File: src/hdl/pmnf_pkg.sv
// Shared types, constants and helpers of the picture mask number formatter.
package pmnf_pkg;

  localparam int unsigned CHARS_MAX  = 16;
  localparam int unsigned BCD_DIGITS = 20;
  localparam int unsigned VAL_W      = 64;
  localparam int unsigned LEN_W      = 5;

  typedef enum logic [1:0] {
    REG_MASK_LOW  = 2'd0,
    REG_MASK_HIGH = 2'd1,
    REG_MASK_LEN  = 2'd2,
    REG_KIND      = 2'd3
  } cfg_reg_e;

  localparam logic [7:0] CH_HASH  = 8'h23;
  localparam logic [7:0] CH_ZERO  = 8'h30;
  localparam logic [7:0] CH_MINUS = 8'h2D;
  localparam logic [7:0] CH_PLUS  = 8'h2B;
  localparam logic [7:0] CH_DOT   = 8'h2E;
  localparam logic [7:0] CH_COMMA = 8'h2C;
  localparam logic [7:0] CH_SPACE = 8'h20;

  typedef logic [CHARS_MAX-1:0][7:0] chars_t;
  typedef logic [BCD_DIGITS-1:0][3:0] bcd_t;

  // Magnitude on its way through the scaling cells.
  typedef struct packed {
    logic [VAL_W-1:0] mag;
    logic             neg;
  } scl_t;

  // Binary remainder and BCD accumulator on their way through the converter.
  typedef struct packed {
    logic [VAL_W-1:0] bin;
    bcd_t             bcd;
    logic             neg;
  } dab_t;

  function automatic logic is_digit_pos(input logic [7:0] c);
    return (c == CH_HASH) || (c == CH_ZERO);
  endfunction

  function automatic logic is_sign_pos(input logic [7:0] c);
    return (c == CH_MINUS) || (c == CH_PLUS);
  endfunction

endpackage

File: src/hdl/pmnf_scale_cell.sv
// One decimal scaling cell: multiply the magnitude by ten when enabled.
module pmnf_scale_cell import pmnf_pkg::*; (
  input  logic clk_i,
  input  logic rst_ni,
  input  logic en_i,
  input  logic in_valid_i,
  input  scl_t in_data_i,
  output logic in_ready_o,
  output logic out_valid_o,
  output scl_t out_data_o,
  input  logic out_ready_i
);

  logic valid_q;
  scl_t data_q, data_d;

  assign in_ready_o = !valid_q || out_ready_i;

  always_comb begin
    data_d = in_data_i;
    if (en_i) begin
      data_d.mag = (in_data_i.mag << 3) + (in_data_i.mag << 1);
    end
  end

  always_ff @(posedge clk_i or negedge rst_ni) begin
    if (!rst_ni) begin
      valid_q <= 1'b0;
    end else if (in_ready_o) begin
      valid_q <= in_valid_i;
    end
  end

  always_ff @(posedge clk_i) begin
    if (in_ready_o && in_valid_i) begin
      data_q <= data_d;
    end
  end

  assign out_valid_o = valid_q;
  assign out_data_o  = data_q;

endmodule

File: config.mk
export PLATFORM = sky130hd
export DESIGN_NAME = pmnf_scale_cell
export DESIGN_NICKNAME = d
export VERILOG_FILES = /design/src/hdl/pmnf_pkg.sv /design/src/hdl/pmnf_scale_cell.sv
export SDC_FILE = /design/constraint.sdc
export NUM_CORES = 1
export LEC_CHECK = 0
export ABC_CLOCK_PERIOD_IN_PS = 3200
export BUFFER_PORTS_ARGS = -buffer_cell sky130_fd_sc_hd__buf_2
export CORE_MARGIN = 3
export CORE_UTILIZATION = 47
export CTS_CLUSTER_DIAMETER = 100
export DETAILED_ROUTE_END_ITERATION = 10
export GPL_TIMING_DRIVEN = 0
export PLACE_DENSITY_LB_ADDON = 0.08
export SKIP_LAST_GASP = 1
export SLEW_MARGIN = 30
export SYNTH_ARGS = -nofsm -noshare
export SYNTH_HDL_FRONTEND = slang
export SYNTH_SLANG_ARGS = --single-unit
File: constraint.sdc
create_clock -name clk_i -period 3.2 [get_ports clk_i]
set_input_delay 0.64 -clock clk_i [delete_from_list [all_inputs] [get_ports clk_i]]
set_output_delay 0.64 -clock clk_i [all_outputs]
set_load 0.05 [all_outputs]
==> metrics <==
status finished with violations; failing checks negative setup slack; Placed Instances 996; Power, Total 3.41 mW; crit-path cells buf_8 > ha_4 > fa_2 > a211o_1 > a21oi_4 > buf_6 > o41ai_2 > nor2_1 > buf_4 > o31ai_4 > a31oi_4 > buf_6 > o21ai_2 > xor2_1 > mux2_4; GR Util met1 approximately 31%; CTS tree done; Routed WL per cell 17.8 microns; RR Startpoint out_valid_o$_DFFE_PN0N_; vias in the first global route ~5900; Synth Register Bits 66; Port Buffers approximately 140; Synth Net Count 819; pin count of the biggest net entering global routing 40; number of nets in the layout 981; total track usage 23.8%; Layout Cells excl Fill 1026; setup ws final -0.0376 ns; synth-to-layout area growth 23.9%; kind of end point of the critical path flop; Pre-antenna DRT Iters 5; routed vias 6108; CP max FO 4; part of the Yosys area used for sequential elements 31.0%; first-pass GRT wire length 28500 microns; Final min period 3.24 ns; Hold Vio Cnt, Final 0; IO Count 137; Die Ht 123 microns; # DRC 0; post-DR vias/cell 5.95; die area 15000 sq um; cell mode on critical path buf_6; Buf/Inv on CP 4; CP top delay family compound AO/OA/AOI/OAI gates; final setup fails 2; CP max stage cell fa_2; Slew HR between 50% and 60%; # clock sinks 66; YS warnings 0; number of synthesized flops with an enable pin 65; gpl congestion between 0.9 and 1; worst min-delay path category input pin to asynchronous set/reset pin; Worst R2R End out_data_o[30]$_DFFE_PP_; Post-synth top flop edfxtp_1; path depth of the worst reg2reg path 3; clk slew on worst S/H paths 0.06 ns; Syn Inst Count ~690; Placed Area 7310 sq um; Skew-Pair Late Insertion Delay 0.34 ns; Peak VDD IR 0.251 mV; Antenna Cells 0; Register-to-Register Setup Slack 1.68 ns; core area around 13000 sq um; initial antenna violation count 0; Hold Slack 0.0583 ns; Post-Route WL 18300 microns; grt ovf 0; post-route clock period utilization 101%; CP Data Required Time 3.30 ns; grt met3 use 3.36%; synth unique cells 75; clock tree buffer depth 2; initial drt markers 455; slowest stage delay, CP about 0.38 ns; Mapped Avg Cell Area 9.27 sq um; Num CTS Buffers 9; Mapped Area 6380 sq um; GR Layer Usage met2 a little over 40%; RSZ-0062 raised after global routing yes; maximum achievable frequency 309 MHz; Slew Limit Fails 0; die width 123 microns; PwrDens 432 nW/um^2; # hold bufs at CTS 0; Post-DP HPWL 13700 microns; row count 41; Setup TNS Final -0.0439 ns; asr flop ratio synth 1.52%; Root Buffer clkbuf_16; share of layout cells above drive strength 1 between 30% and 40%; H-tree Lvls 3; Starting Density about half; Antenna Violating Nets Remaining 0; Max Cap Viol 0; Leak Pwr 3.39 nW; arrival time at the worst endpoint 3.33 ns; gr busiest metal met2; final instance area 7910 sq um; kind of critical path input pin to flop; Slew @ Worst Pin 0.718 ns; Worst Skew 0.00536 ns; critical path launch point type input pin
## power breakdown
part           switching, mW  internal, mW
logic                  0.916         0.538
clock network          0.369         0.509
registers             0.0184          1.06
total                   1.30          2.11
## cell type report
cell class                      count  area (sq um)
Buffer                             27           118
Clock buffer                       10           229
Clock inverter                      5          22.5
Fill cell                        1125          5020
Inverter                           22          82.6
Multi-Input combinational cell    572          4420
Sequential cell                    66          1980
Tap cell                          172           215
Timing Repair Buffer              152           843
## cells in the final DEF, fill, tap and decap left out, drive strengths merged, types with 7 or more instances in the layout
cell / Yosys / layout
a31oi: 8 / 8
ha: 60 / 60
nor2: 39 / 39
inv: 22 / 22
nand3: 24 / 24
clkbuf: 21 / 31
a21o: 31 / 31
nand4: 21 / 21
o21ai: 28 / 28
nor2b: 8 / 8
nor3: 7 / 7
edfxtp: 65 / 65
xnor2: 27 / 27
nand2b: 7 / 7
mux2: 46 / 46
and3: 9 / 9
xor2: 20 / 20
nand2: 55 / 55
a21oi: 72 / 72
o21bai: 16 / 16
buf: 7 / 158
## layer usage
metal / wire [microns] / part of all wire [%] / vias up
li1: - / - / 2986
met5: 0 / 0 / -
met3: 970 / 5.3 / 29
met1: 8140 / 45 / 2883
met2: 8740 / 48 / 210
met4: 417 / 2.3 / 0
## worst reg2reg max path, stage by stage (launching register included)
cell and delay (ns):
dfrtp_1 0.37, nand2b_1 0.11, and2_4 0.40, buf_12 0.29
## per-stage QoR
stage / worst slack (ns) / utilization, %
after global routing: -0.127 / 61.2
final: -0.0376 / 61.2
after CTS: 0.00485 / 59.9
after global placement: -0.593 / 56.4
after detailed placement: -0.624 / 56.5
after floorplan: 0.00100 / -
## registers in the layout, indices dropped and copies added (netlist names)
signal,cells
out_valid_o,1
out_data_o,65
## logic make-up after synthesis
kind of cell	Yosys count	share of synthesized area (%)
flip-flops	66	31.0
multiplexers	47	8.27
XOR/XNOR	47	6.45
AND/OR/NAND/NOR	201	16.0
adder cells (fa/ha/maj)	61	12.1
buffers and inverters	50	3.16
AO/OA/AOI/OAI	216	23.0
## how the worst max path moves through the flow
stage	startpoint	to	slack, ns	cells past startpoint
after global placement	in_data_i[1]	out_data_o[56]$_DFFE_PP_	-0.59	12
after detailed placement	in_data_i[1]	out_data_o[56]$_DFFE_PP_	-0.62	12
after global routing	in_data_i[3]	out_data_o[44]$_DFFE_PP_	-0.13	15
after floorplan	in_data_i[1]	out_data_o[42]$_DFFE_PP_	0.001	11
after CTS	in_data_i[29]	out_data_o[61]$_DFFE_PP_	0.005	12
final	in_data_i[3]	out_data_o[44]$_DFFE_PP_	-0.04	15
## timing repair
item,CTS,global route
pin swaps,17,15
gates resized for setup,20,28
setup buffers,10,6
setup endpoints to repair,11,22
## synthesized netlist by cell type (3+ instances only)
cell / number / area (sq um)
nor3_1: 7 / 35.0
a21boi_0: 4 / 30.0
xor2_1: 20 / 175
inv_1: 22 / 82.6
o211ai_1: 4 / 30.0
o21ai_1: 3 / 15.0
or2_2: 4 / 25.0
nand2_1: 55 / 206
o21a_1: 6 / 45.0
nor2_1: 39 / 146
clkbuf_1: 21 / 78.8
o21ai_0: 24 / 120
edfxtp_1: 65 / 1950
ha_1: 60 / 751
a211o_1: 5 / 43.8
nor4_1: 4 / 25.0
nor3b_1: 3 / 22.5
a211oi_1: 4 / 30.0
a21o_1: 31 / 233
a31oi_1: 7 / 43.8
nand2b_1: 7 / 43.8
o22ai_1: 3 / 18.8
and4_1: 3 / 26.3
xnor2_1: 27 / 236
mux2_2: 46 / 518
nand4_1: 21 / 131
o31ai_1: 5 / 37.5
o21bai_1: 15 / 113
or3_1: 4 / 25.0
a21oi_1: 71 / 355
and3_1: 9 / 56.3
nor2b_1: 8 / 50.1
buf_2: 5 / 25.0
and2_1: 3 / 18.8
nand3_1: 23 / 115
(Power assumes the default switching activity.)
