**src/hdl/pmnf_pkg.sv**
```systemverilog
// Shared types, constants and helpers of the picture mask number formatter.
package pmnf_pkg;

  localparam int unsigned CHARS_MAX  = 16;
  localparam int unsigned BCD_DIGITS = 20;
  localparam int unsigned VAL_W      = 64;
  localparam int unsigned LEN_W      = 5;

  typedef enum logic [1:0] {
    REG_MASK_LOW  = 2'd0,
    REG_MASK_HIGH = 2'd1,
    REG_MASK_LEN  = 2'd2,
    REG_KIND      = 2'd3
  } cfg_reg_e;

  localparam logic [7:0] CH_HASH  = 8'h23;
  localparam logic [7:0] CH_ZERO  = 8'h30;
  localparam logic [7:0] CH_MINUS = 8'h2D;
  localparam logic [7:0] CH_PLUS  = 8'h2B;
  localparam logic [7:0] CH_DOT   = 8'h2E;
  localparam logic [7:0] CH_COMMA = 8'h2C;
  localparam logic [7:0] CH_SPACE = 8'h20;

  typedef logic [CHARS_MAX-1:0][7:0] chars_t;
  typedef logic [BCD_DIGITS-1:0][3:0] bcd_t;

  // Magnitude on its way through the scaling cells.
  typedef struct packed {
    logic [VAL_W-1:0] mag;
    logic             neg;
  } scl_t;

  // Binary remainder and BCD accumulator on their way through the converter.
  typedef struct packed {
    logic [VAL_W-1:0] bin;
    bcd_t             bcd;
    logic             neg;
  } dab_t;

  function automatic logic is_digit_pos(input logic [7:0] c);
    return (c == CH_HASH) || (c == CH_ZERO);
  endfunction

  function automatic logic is_sign_pos(input logic [7:0] c);
    return (c == CH_MINUS) || (c == CH_PLUS);
  endfunction

endpackage

```
**src/hdl/pmnf_dabble_cell.sv**
```systemverilog
// One binary to BCD cell: correct every digit, then shift in the next binary bit.
module pmnf_dabble_cell import pmnf_pkg::*; (
  input  logic clk_i,
  input  logic rst_ni,
  input  logic in_valid_i,
  input  dab_t in_data_i,
  output logic in_ready_o,
  output logic out_valid_o,
  output dab_t out_data_o,
  input  logic out_ready_i
);

  logic valid_q;
  dab_t data_q, data_d;
  bcd_t corr;

  assign in_ready_o = !valid_q || out_ready_i;

  always_comb begin
    for (int j = 0; j < BCD_DIGITS; j++) begin
      corr[j] = (in_data_i.bcd[j] >= 4'd5) ? in_data_i.bcd[j] + 4'd3 : in_data_i.bcd[j];
    end
    data_d.neg = in_data_i.neg;
    // Drop the top bit: twenty digits always hold a 64-bit magnitude.
    data_d.bcd = (4*BCD_DIGITS)'({corr, in_data_i.bin[VAL_W-1]});
    data_d.bin = in_data_i.bin << 1;
  end

  always_ff @(posedge clk_i or negedge rst_ni) begin
    if (!rst_ni) begin
      valid_q <= 1'b0;
    end else if (in_ready_o) begin
      valid_q <= in_valid_i;
    end
  end

  always_ff @(posedge clk_i) begin
    if (in_ready_o && in_valid_i) begin
      data_q <= data_d;
    end
  end

  assign out_valid_o = valid_q;
  assign out_data_o  = data_q;

endmodule

```
**config.mk**
```make
export PLATFORM = sky130hd
export DESIGN_NAME = pmnf_dabble_cell
export DESIGN_NICKNAME = d
export VERILOG_FILES = /design/src/hdl/pmnf_pkg.sv /design/src/hdl/pmnf_dabble_cell.sv
export SDC_FILE = /design/constraint.sdc
export NUM_CORES = 1
export LEC_CHECK = 0
export BUFFER_PORTS_ARGS = -buffer_cell sky130_fd_sc_hd__buf_2
export CORE_UTILIZATION = 41
export DETAILED_ROUTE_END_ITERATION = 8
export PLACE_DENSITY = 0.81
export SLEW_MARGIN = 30
export SYNTH_ARGS = -nofsm -noshare
export SYNTH_HDL_FRONTEND = slang
export SYNTH_SLANG_ARGS = --single-unit
export TNS_END_PERCENT = 1
```
**constraint.sdc**
```tcl
create_clock -name clk_i -period 11.7 [get_ports clk_i]
set_input_delay 1.17 -clock clk_i [delete_from_list [all_inputs] [get_ports clk_i]]
set_output_delay 1.17 -clock clk_i [all_outputs]
set_load 0.005 [all_outputs]
```
==> run summary, run 1 <==
Leakage -> 3.96 nW
Die height -> 127 um
Endpoints failing hold -> 0
Top cell by count, worst path -> buf_2
Final Cycle Share -> 0.234
Worst-path maximum fanout -> 3
Overflow after GRT -> 0
Critical path class -> primary input to output port
Worst Setup Start Kind -> primary input
Clock transition at path regs -> 0.06 ns
Vias in the first global route -> 4495
Root buf cell -> clkbuf_16
Switching Share -> 0.216
CTS H-tree depth -> 4
Power per standard cell area -> 155 mW/mm2
Area added between synthesis and finish -> 37.1%
Initial antenna violation count -> 0
Final setup fails -> 0
FF+latch area -> 0.00435 mm2
First-pass GRT wire length -> 20800 um
CP top delay family -> buffers and inverters
IO buf count -> 294
CP arrival -> 1.57 ns
Mapped Area -> 0.00639 mm2
Slew Limit Headroom -> 0.460
Worst Setup End Kind -> output port
Ys Warns -> 0
DRT iter0 DRCs -> 136
CTS tree -> built
VDD IR max -> 0.0000856 V
Required @ worst endpoint -> 10.53 ns
GPL Wtd Cong -> 0.777
CP peak stage delay -> 0.16 ns
DRC violations left -> 0
DP Wirelength -> 10600 um
Place WS -> 8.53 ns
Post-CTS Setup Inserts -> 0
WP buf/inv -> 2
Hold buffer count at CTS -> 0
GRT Util Overall -> 0.173
Worst skew pair latency -> 0.42 ns
Commonest non-fill, non-tap cell in the layout -> buf_2
Max Cap Viol -> 0
Yosys reg bits -> 145
Largest net degree at the start of global routing -> 66
Logic pwr share -> 0.106
Worst Clk Skew -> 0.0112 ns
Netlist cell types -> 15
Setup_tns -> 0 ns
# fillers -> 1250
RSZ-0062 raised after global routing -> false
Clock Power Share -> 0.434
Switching pwr -> 0.000293 W
DRT Pass-1 Iters -> 4
Hold Crit Class -> primary input to asynchronous set/reset pin
# IOs -> 296
Least-Margin Pin Slew -> 0.809 ns
Slowest CP cell -> nand2b_1
Clock tree buffer depth -> 2
Vias/cell -> 4.69
Most frequent cells in the layout -> 294 x buf_2, 144 x edfxtp_1, 79 x nand2_1, 41 x nand2b_1
Seq/Total Area, Yosys -> 0.681
Internal power -> 0.00106 W
Post-Synthesis Cells -> 466
Row Count -> 45
Fmax -> 0.365 GHz
DIE AREA -> 0.0161 mm2
Vias -> 4600
Share of cells above drive strength 1 -> 0.436
Status -> completed
Avg Inst Size Synth -> 13.7 um2
Starting density of the core -> 0.420
Sequential share of power -> 0.460
Ant. Diodes -> 0
Die X -> 127 um
Max-slew violations -> 0
Routed Antenna Nets -> 0
Core ar. -> 0.0152 mm2
WL final -> 13700 um
Sink Count -> 145
CTS resizes -> 0
Multi-input gate area -> 0.00188 mm2
Wire length per cell -> 14.0 um
CP cell instances -> buf_2 > nand2b_1 > buf_2
Final worst setup slack -> 8.96 ns
CTS Buf Count -> 17
Mapped Nets -> 655
Fin crit period -> 2.74 ns
Total Nets Final -> 969
## worst reg2reg max path, stage by stage, from the launching register on
cell and delay (ns):
dfrtp_1 0.39, nand2b_1 0.12, and2_4 0.57, buf_4 0.77
## path summary, 6_finish.rpt
| check | startpoint | end | slack (ns) | depth (start not counted) |
|---|---|---|---|---|
| max | out_ready_i | in_ready_o | 8.96 | 3 |
| max in group asynchronous | rst_ni | out_valid_o | 11.08 | 1 |
| max reg2reg | out_valid_o | out_data_o[27] | 9.44 | 3 |
| min in group clk_i | out_valid_o | out_valid_o | 0.59 | 2 |
| min | rst_ni | out_valid_o | 0.53 | 1 |
| min reg2reg | out_valid_o | out_valid_o | 0.59 | 2 |
## synthesized netlist by cell type
master      n  share of area
buf_4       1         0.0012
nand2_1    79          0.046
o21ai_0    19          0.015
a21oi_2    20          0.027
ha_1       40          0.078
and2_1      1        0.00098
o21ai_1    19          0.015
dfrtp_1     1         0.0039
conb_1      1        0.00059
edfxtp_1  144           0.68
xnor2_1    20          0.027
mux2i_1    20          0.031
inv_1      40          0.024
nor2_1     20          0.012
nand2b_1   41          0.040
## registers in the layout, indices dropped and copies added (netlist names)
name	flops
out_valid_o	1
out_data_o	144
## through the flow
stage / instances / cell area, um2 / total power [W] / hold WS (ns) / util
floorplan: 466 / 6390 / 0.000702 / 0.537 / -
global placement: 948 / 8100 / 0.000773 / 0.507 / 0.533
detailed placement: 949 / 8120 / 0.000780 / 0.589 / 0.534
CTS: 981 / 8760 / 0.00137 / 0.501 / 0.576
global route: 981 / 8760 / 0.00141 / 0.498 / 0.576
finish: 981 / 8760 / 0.00136 / 0.525 / 0.576
## power by group through the flow
| stage | clock [W] | sequential (W) | combinational, W |
|---|---|---|---|
| 3_3_place_gp | 0 | 0.000634 | 0.000139 |
| 5_1_grt | 0.000625 | 0.000626 | 0.000161 |
| 6_report | 0.000588 | 0.000623 | 0.000144 |
| 2_1_floorplan | 0 | 0.000643 | 0.0000582 |
| 4_1_cts | 0.000603 | 0.000624 | 0.000146 |
| 3_5_place_dp | 0 | 0.000634 | 0.000145 |
## cells by family (layout without fill, tap and decap cells)
logic type | Yosys count | in the layout | share of synthesized area
fa+ha+maj | 40 | 40 | 0.0784
buf+inv | 41 | 368 | 0.0247
compound gates | 58 | 58 | 0.0572
xor+xnor | 20 | 20 | 0.0274
flops | 145 | 145 | 0.681
mux | 20 | 20 | 0.0313
other cells | 1 | 1 | 0.000587
simple gates | 141 | 141 | 0.0993
## metal layers
metal	routed length, um	part of all wire	GRT usage	vias up
li1	-	-	-	2255
met1	4910	0.36	0.163	2105
met2	7040	0.51	0.314	215
met3	1390	0.10	0.0810	25
met4	339	0.025	0.0826	0
met5	0	0	0	-
## final cells by class
cell class,instances,area share
Tap cell,188,0.0269
Inverter,40,0.0171
Clock buffer,20,0.0499
Clock inverter,12,0.0236
Multi-Input combinational cell,280,0.215
Timing Repair Buffer,296,0.171
Sequential cell,145,0.497
No activity file was read; power rests on OpenSTA's default activity.
==> run 2, diff against run 1 <==
clock period = 2.65 ns   (was 11.7 ns; I/O delays follow)
==> run summary, run 2 (synthesized netlist as in run 1, its figures left out) <==
IO buf count -> 294 (unchanged)
Root buf cell -> clkbuf_16
Status -> completed
Overflow after GRT -> 0 (unchanged)
Placed cell areas -> 0.00812 mm2 (about the same)
Worst Setup Start Kind -> register
DRT Pass-1 Iters -> 4 (unchanged)
Worst Setup End Kind -> register
WP buf/inv -> 1 (-1)
CP arrival -> 1.58 ns (about the same)
Vias in the first global route -> 4288 (-4.6%)
Final setup fails -> 0 (unchanged)
Required @ worst endpoint -> 2.69 ns (-7.84 ns)
Power per standard cell area -> 650 mW/mm2 (+320%)
CTS Buf Count -> 17 (unchanged)
Max Cap Viol -> 0 (unchanged)
Sink Count -> 145 (unchanged)
Largest net degree at the start of global routing -> 58 (-12%)
Fin crit period -> 1.54 ns
DP Wirelength -> 10200 um (-4.3%)
VDD IR max -> 0.000365 V (+330%)
Setup_tns -> 0 ns (unchanged)
WL final -> 13000 um (-5.1%)
Max reg flops -> 144 (unchanged)
CTS H-tree depth -> 4 (unchanged)
Commonest non-fill, non-tap cell in the layout -> buf_2
Initial antenna violation count -> 1 (+1)
Endpoints failing hold -> 0 (unchanged)
CP cell instances -> nand2b_1 > and2_4 > buf_4
Clock tree buffer depth -> 2 (unchanged)
FF+latch area -> 0.00435 mm2 (unchanged)
Slew Limit Headroom -> 0.627 (+0.167)
Most frequent cells in the layout -> 294 x buf_2, 144 x edfxtp_1, 79 x nand2_1, 41 x nand2b_1
Hold Crit Class -> primary input to register
Vias -> 4526 (-1.6%)
Final Cycle Share -> 0.582
Row Count -> 45 (unchanged)
Worst Clk Skew -> 0.00618 ns (-0.00498 ns)
Fmax -> 0.648 GHz
# fillers -> 1254 (+0.32%)
Slowest CP cell -> buf_4
Starting density of the core -> 0.420 (unchanged)
Clock transition at path regs -> 0.06 ns (about the same)
Die height -> 127 um (unchanged)
Ant. Diodes -> 0 (unchanged)
Total Nets Final -> 975 (+0.62%)
CTS tree -> built
Vias/cell -> 4.59 (-2.2%)
Worst skew pair latency -> 0.41 ns (about the same)
Critical path class -> register to register
Wire length per cell -> 13.2 um (-5.7%)
Least-Margin Pin Slew -> 0.559 ns (-0.250 ns)
Design Area, Final -> 0.00874 mm2 (-0.19%)
DRT iter0 DRCs -> 174 (+28%)
GRT Util Overall -> 0.163 (-0.00947)
Core ar. -> 0.0152 mm2 (unchanged)
Leakage -> 3.95 nW (-0.31%)
CP top delay family -> buffers and inverters
Routed Antenna Nets -> 0 (unchanged)
DIE AREA -> 0.0161 mm2 (unchanged)
# IOs -> 296 (unchanged)
Share of cells above drive strength 1 -> 0.434 (-0.00202)
Worst-path maximum fanout -> 44 (+41)
CP peak stage delay -> 0.46 ns (+0.30 ns)
DRC violations left -> 0 (unchanged)
Max-slew violations -> 0 (unchanged)
Multi-input gate area -> 0.00188 mm2 (unchanged)
GPL Wtd Cong -> 0.805 (+3.5%)
Die X -> 127 um (unchanged)
RSZ-0062 raised after global routing -> false
Area added between synthesis and finish -> 36.9%
First-pass GRT wire length -> 19900 um (-4.4%)
==> run 2: per-stage QoR <==
stage,power [W],hold WS (ns),cells,setup WS (ns),util
2_1_floorplan,0.00308,-0.0306,466,0.663,-
3_3_place_gp,0.00341,0.0407,950,1.14,0.534
3_5_place_dp,0.00344,0.0419,950,1.12,0.534
4_1_cts,0.00576,0.00190,983,1.10,0.572
5_1_grt,0.00594,0.000920,987,1.04,0.575
6_report,0.00568,0.0285,987,1.11,0.575
==> run 2: report_power, final <==
part           switching, W  internal, W  total, W
registers         0.0000339      0.00272   0.00275
clock network      0.000908      0.00139   0.00230
logic              0.000336     0.000298  0.000634
==> run 2: path summary, 6_finish.rpt <==
kind / from / endpoint / slack (ns) / depth (start not counted)
max in group asynchronous: rst_ni / out_valid_o / 2.41 / 2
min reg2reg: out_valid_o / out_valid_o / 0.56 / 2
max reg2reg: out_valid_o / out_data_o[30] / 1.11 / 3
max: out_valid_o / out_data_o[30] / 1.11 / 3
min in group asynchronous: rst_ni / out_valid_o / 0.16 / 2
min: in_data_i[140] / out_data_o[141] / 0.03 / 1
==> run 2: cell type report <==
type / instances / area share
multi-input combinational: 280 / 0.215
clock inverter: 12 / 0.0152
tap: 188 / 0.0269
clock buffer: 20 / 0.0499
sequential: 145 / 0.497
timing repair buffer: 302 / 0.178
inverter: 40 / 0.0172
==> run 2: repair_timing <==
action | in CTS | in global routing
endpoints found under the setup margin | 0 | 0
hold buffers | 1 | 4
setup buffers | 0 | 0
hold endpoints to repair | 1 | 4
gates resized for setup | 0 | 0
==> run 2: metal layers <==
layer  global-route usage  part of all wire  vias up
met5                    0                 0        -
met4               0.0756             0.026        0
met3               0.0751              0.10       25
met2                0.290              0.50      194
met1                0.163              0.37     2041
li1                     -                 -     2266
==> run 3, diff against run 2 <==
PLACE_DENSITY = 0.83   (was 0.81)
clock period = 1.3 ns   (was 2.65 ns; I/O delays follow)
==> run summary, run 3 (synthesized netlist as in run 1, its figures left out) <==
Status -> finished with violations
Failing checks -> negative setup slack
Vias in the first global route -> 4876 (+14%)
IO buf count -> 294 (unchanged)
Initial antenna violation count -> 1 (unchanged)
Clock tree buffer depth -> 2 (unchanged)
DRC violations left -> 0 (unchanged)
FF+latch area -> 0.00435 mm2 (unchanged)
Final Cycle Share -> 1.02 (+0.436)
Switching pwr -> 0.00279 W (+120%)
Worst Setup Start Kind -> register
Worst Clk Skew -> 0.00476 ns (-0.00143 ns)
DRT iter0 DRCs -> 169 (-2.9%)
CTS Buf Count -> 17 (unchanged)
Largest net degree at the start of global routing -> 42 (-28%)
Max-slew violations -> 0 (unchanged)
Sequential share of power -> 0.461 (-0.023)
CTS tree -> built
Switching Share -> 0.229 (+0.00421)
Most frequent cells in the layout -> 294 x buf_2, 144 x edfxtp_1, 79 x nand2_1, 68 x dlygate4sd3_1, 41 x nand2b_1
GPL Wtd Cong -> 0.776 (-3.6%)
Wire length per cell -> 14.8 um (+12%)
Row Count -> 45 (unchanged)
Sink Count -> 145 (unchanged)
Reg2reg setup slack -> -0.02 ns (-1.13 ns)
Multi-input gate area -> 0.00189 mm2 (+0.40%)
Worst-path maximum fanout -> 16 (-64%)
Clock Power Share -> 0.410 (+0.006)
Endpoints failing hold -> 0 (unchanged)
Leakage -> 4.33 nW (+9.6%)
Root buf cell -> clkbuf_16
Die X -> 127 um (unchanged)
Critical path class -> register to register
Vias/cell -> 4.58 (about the same)
First-pass GRT wire length -> 22800 um (+15%)
CTS H-tree depth -> 4 (unchanged)
Core ar. -> 0.0152 mm2 (unchanged)
Starting density of the core -> 0.420 (unchanged)
Required @ worst endpoint -> 1.42 ns (-1.27 ns)
Logic pwr share -> 0.130 (+0.018)
Power per standard cell area -> 1260 mW/mm2 (+95%)
Fmax -> 0.756 GHz (+17%)
# fillers -> 1119 (-11%)
DIE AREA -> 0.0161 mm2 (unchanged)
Worst r2r path cells -> 4 (+1)
Critical path origin -> out_valid_o
WL final -> 15700 um (+21%)
Total Nets Final -> 1052 (+7.9%)
CP arrival -> 1.44 ns (-0.14 ns)
Worst R2R Start -> out_valid_o
Overflow after GRT -> 0 (unchanged)
Commonest non-fill, non-tap cell in the layout -> buf_2
Max Cap Viol -> 0 (unchanged)
Hold Crit Class -> primary input to asynchronous set/reset pin
Worst skew pair latency -> 0.41 ns (about the same)
DP Wirelength -> 10800 um (+6.0%)
Pwr Total -> 0.0122 W (+110%)
Vias -> 4880 (+7.8%)
Place WS -> -0.0402 ns (-1.16 ns)
Final setup fails -> 68 (+68)
Area added between synthesis and finish -> 50.9%
Share of cells above drive strength 1 -> 0.414 (-0.0199)
Die height -> 127 um (unchanged)
Internal power -> 0.00940 W (+110%)
Worst Setup End Kind -> register
DRT Pass-1 Iters -> 4 (unchanged)
Final worst setup slack -> -0.0229 ns (-1.13 ns)
Clock transition at path regs -> 0.06 ns (about the same)
Max reg flops -> 144 (unchanged)
# IOs -> 296 (unchanged)
VDD IR max -> 0.000899 V (+150%)
R2r endpoint -> out_data_o[134]
RSZ-0062 raised after global routing -> true
Routed Antenna Nets -> 0 (unchanged)
Fin crit period -> 1.32 ns (-0.219 ns)
GRT Util Overall -> 0.188 (+0.0242)
-- run 3: worst max-delay path, stage by stage (launching register included) --
cell and delay (ns):
dfrtp_1 0.38, nand2b_1 0.14, and2_4 0.19, buf_12 0.14, buf_12 0.16
-- run 3: area by class of cell --
cell class                      count  area share
Multi-Input combinational cell    281       0.196
Clock inverter                     14      0.0187
Tap cell                          188      0.0244
Sequential cell                   145       0.451
Timing Repair Buffer              378       0.249
Clock buffer                       18      0.0445
Antenna cell                        1    0.000260
Inverter                           40      0.0156
-- run 3: stage by stage --
| step | cells | hold WS [ns] | setup TNS, ns | utilization | cell area, um2 |
|---|---|---|---|---|---|
| 4_1_cts | 1054 | 0.00579 | -2.92 | 0.623 | 9470 |
| 6_report | 1065 | 0.0288 | -0.640 | 0.634 | 9640 |
| 3_3_place_gp | 954 | -0.0952 | -0.595 | 0.538 | 8180 |
| 3_5_place_dp | 954 | -0.0910 | -2.64 | 0.538 | 8180 |
| 5_1_grt | 1065 | 0.0195 | -3.58 | 0.634 | 9640 |
| 2_1_floorplan | 466 | -0.166 | -98.63 | - | 6390 |
-- run 3: layer usage --
metal / track usage / wire (um) / vias up / part of all wire
li1: - / - / 2420 / -
met3: 0.0666 / 1230 / 36 / 0.078
met5: 0 / 0 / - / 0
met4: 0.0980 / 483 / 0 / 0.031
met2: 0.347 / 8390 / 213 / 0.53
met1: 0.182 / 5630 / 2211 / 0.36
-- run 3: worst max path at each step --
stage	to	slack [ns]	cells after the start
final	out_data_o[134]	-0.02	4
after global routing	out_data_o[54]	-0.05	4
after CTS	out_data_o[77]	-0.05	3
after detailed placement	out_data_o[112]	-0.04	3
after global placement	out_data_o[62]	-0.02	3
after floorplan	out_data_o[0]	-0.68	2
-- run 3: power by group through the flow --
stage | registers (W) | logic (W) | clock network [W]
after floorplan | 0.00576 | 0.000527 | 0
after global placement | 0.00570 | 0.00128 | 0
after detailed placement | 0.00571 | 0.00133 | 0
after CTS | 0.00562 | 0.00150 | 0.00510
after global routing | 0.00564 | 0.00174 | 0.00530
final | 0.00561 | 0.00158 | 0.00499
-- run 3: timing repair --
action                                 in CTS  in global routing
pin swaps                                   0                  1
endpoints found under the hold margin      68                  0
resized for setup                           0                  4
hold buffers                               68                  0
setup endpoints to repair                 118                137
gates cloned                                0                  7
setup buffers                               0                  3
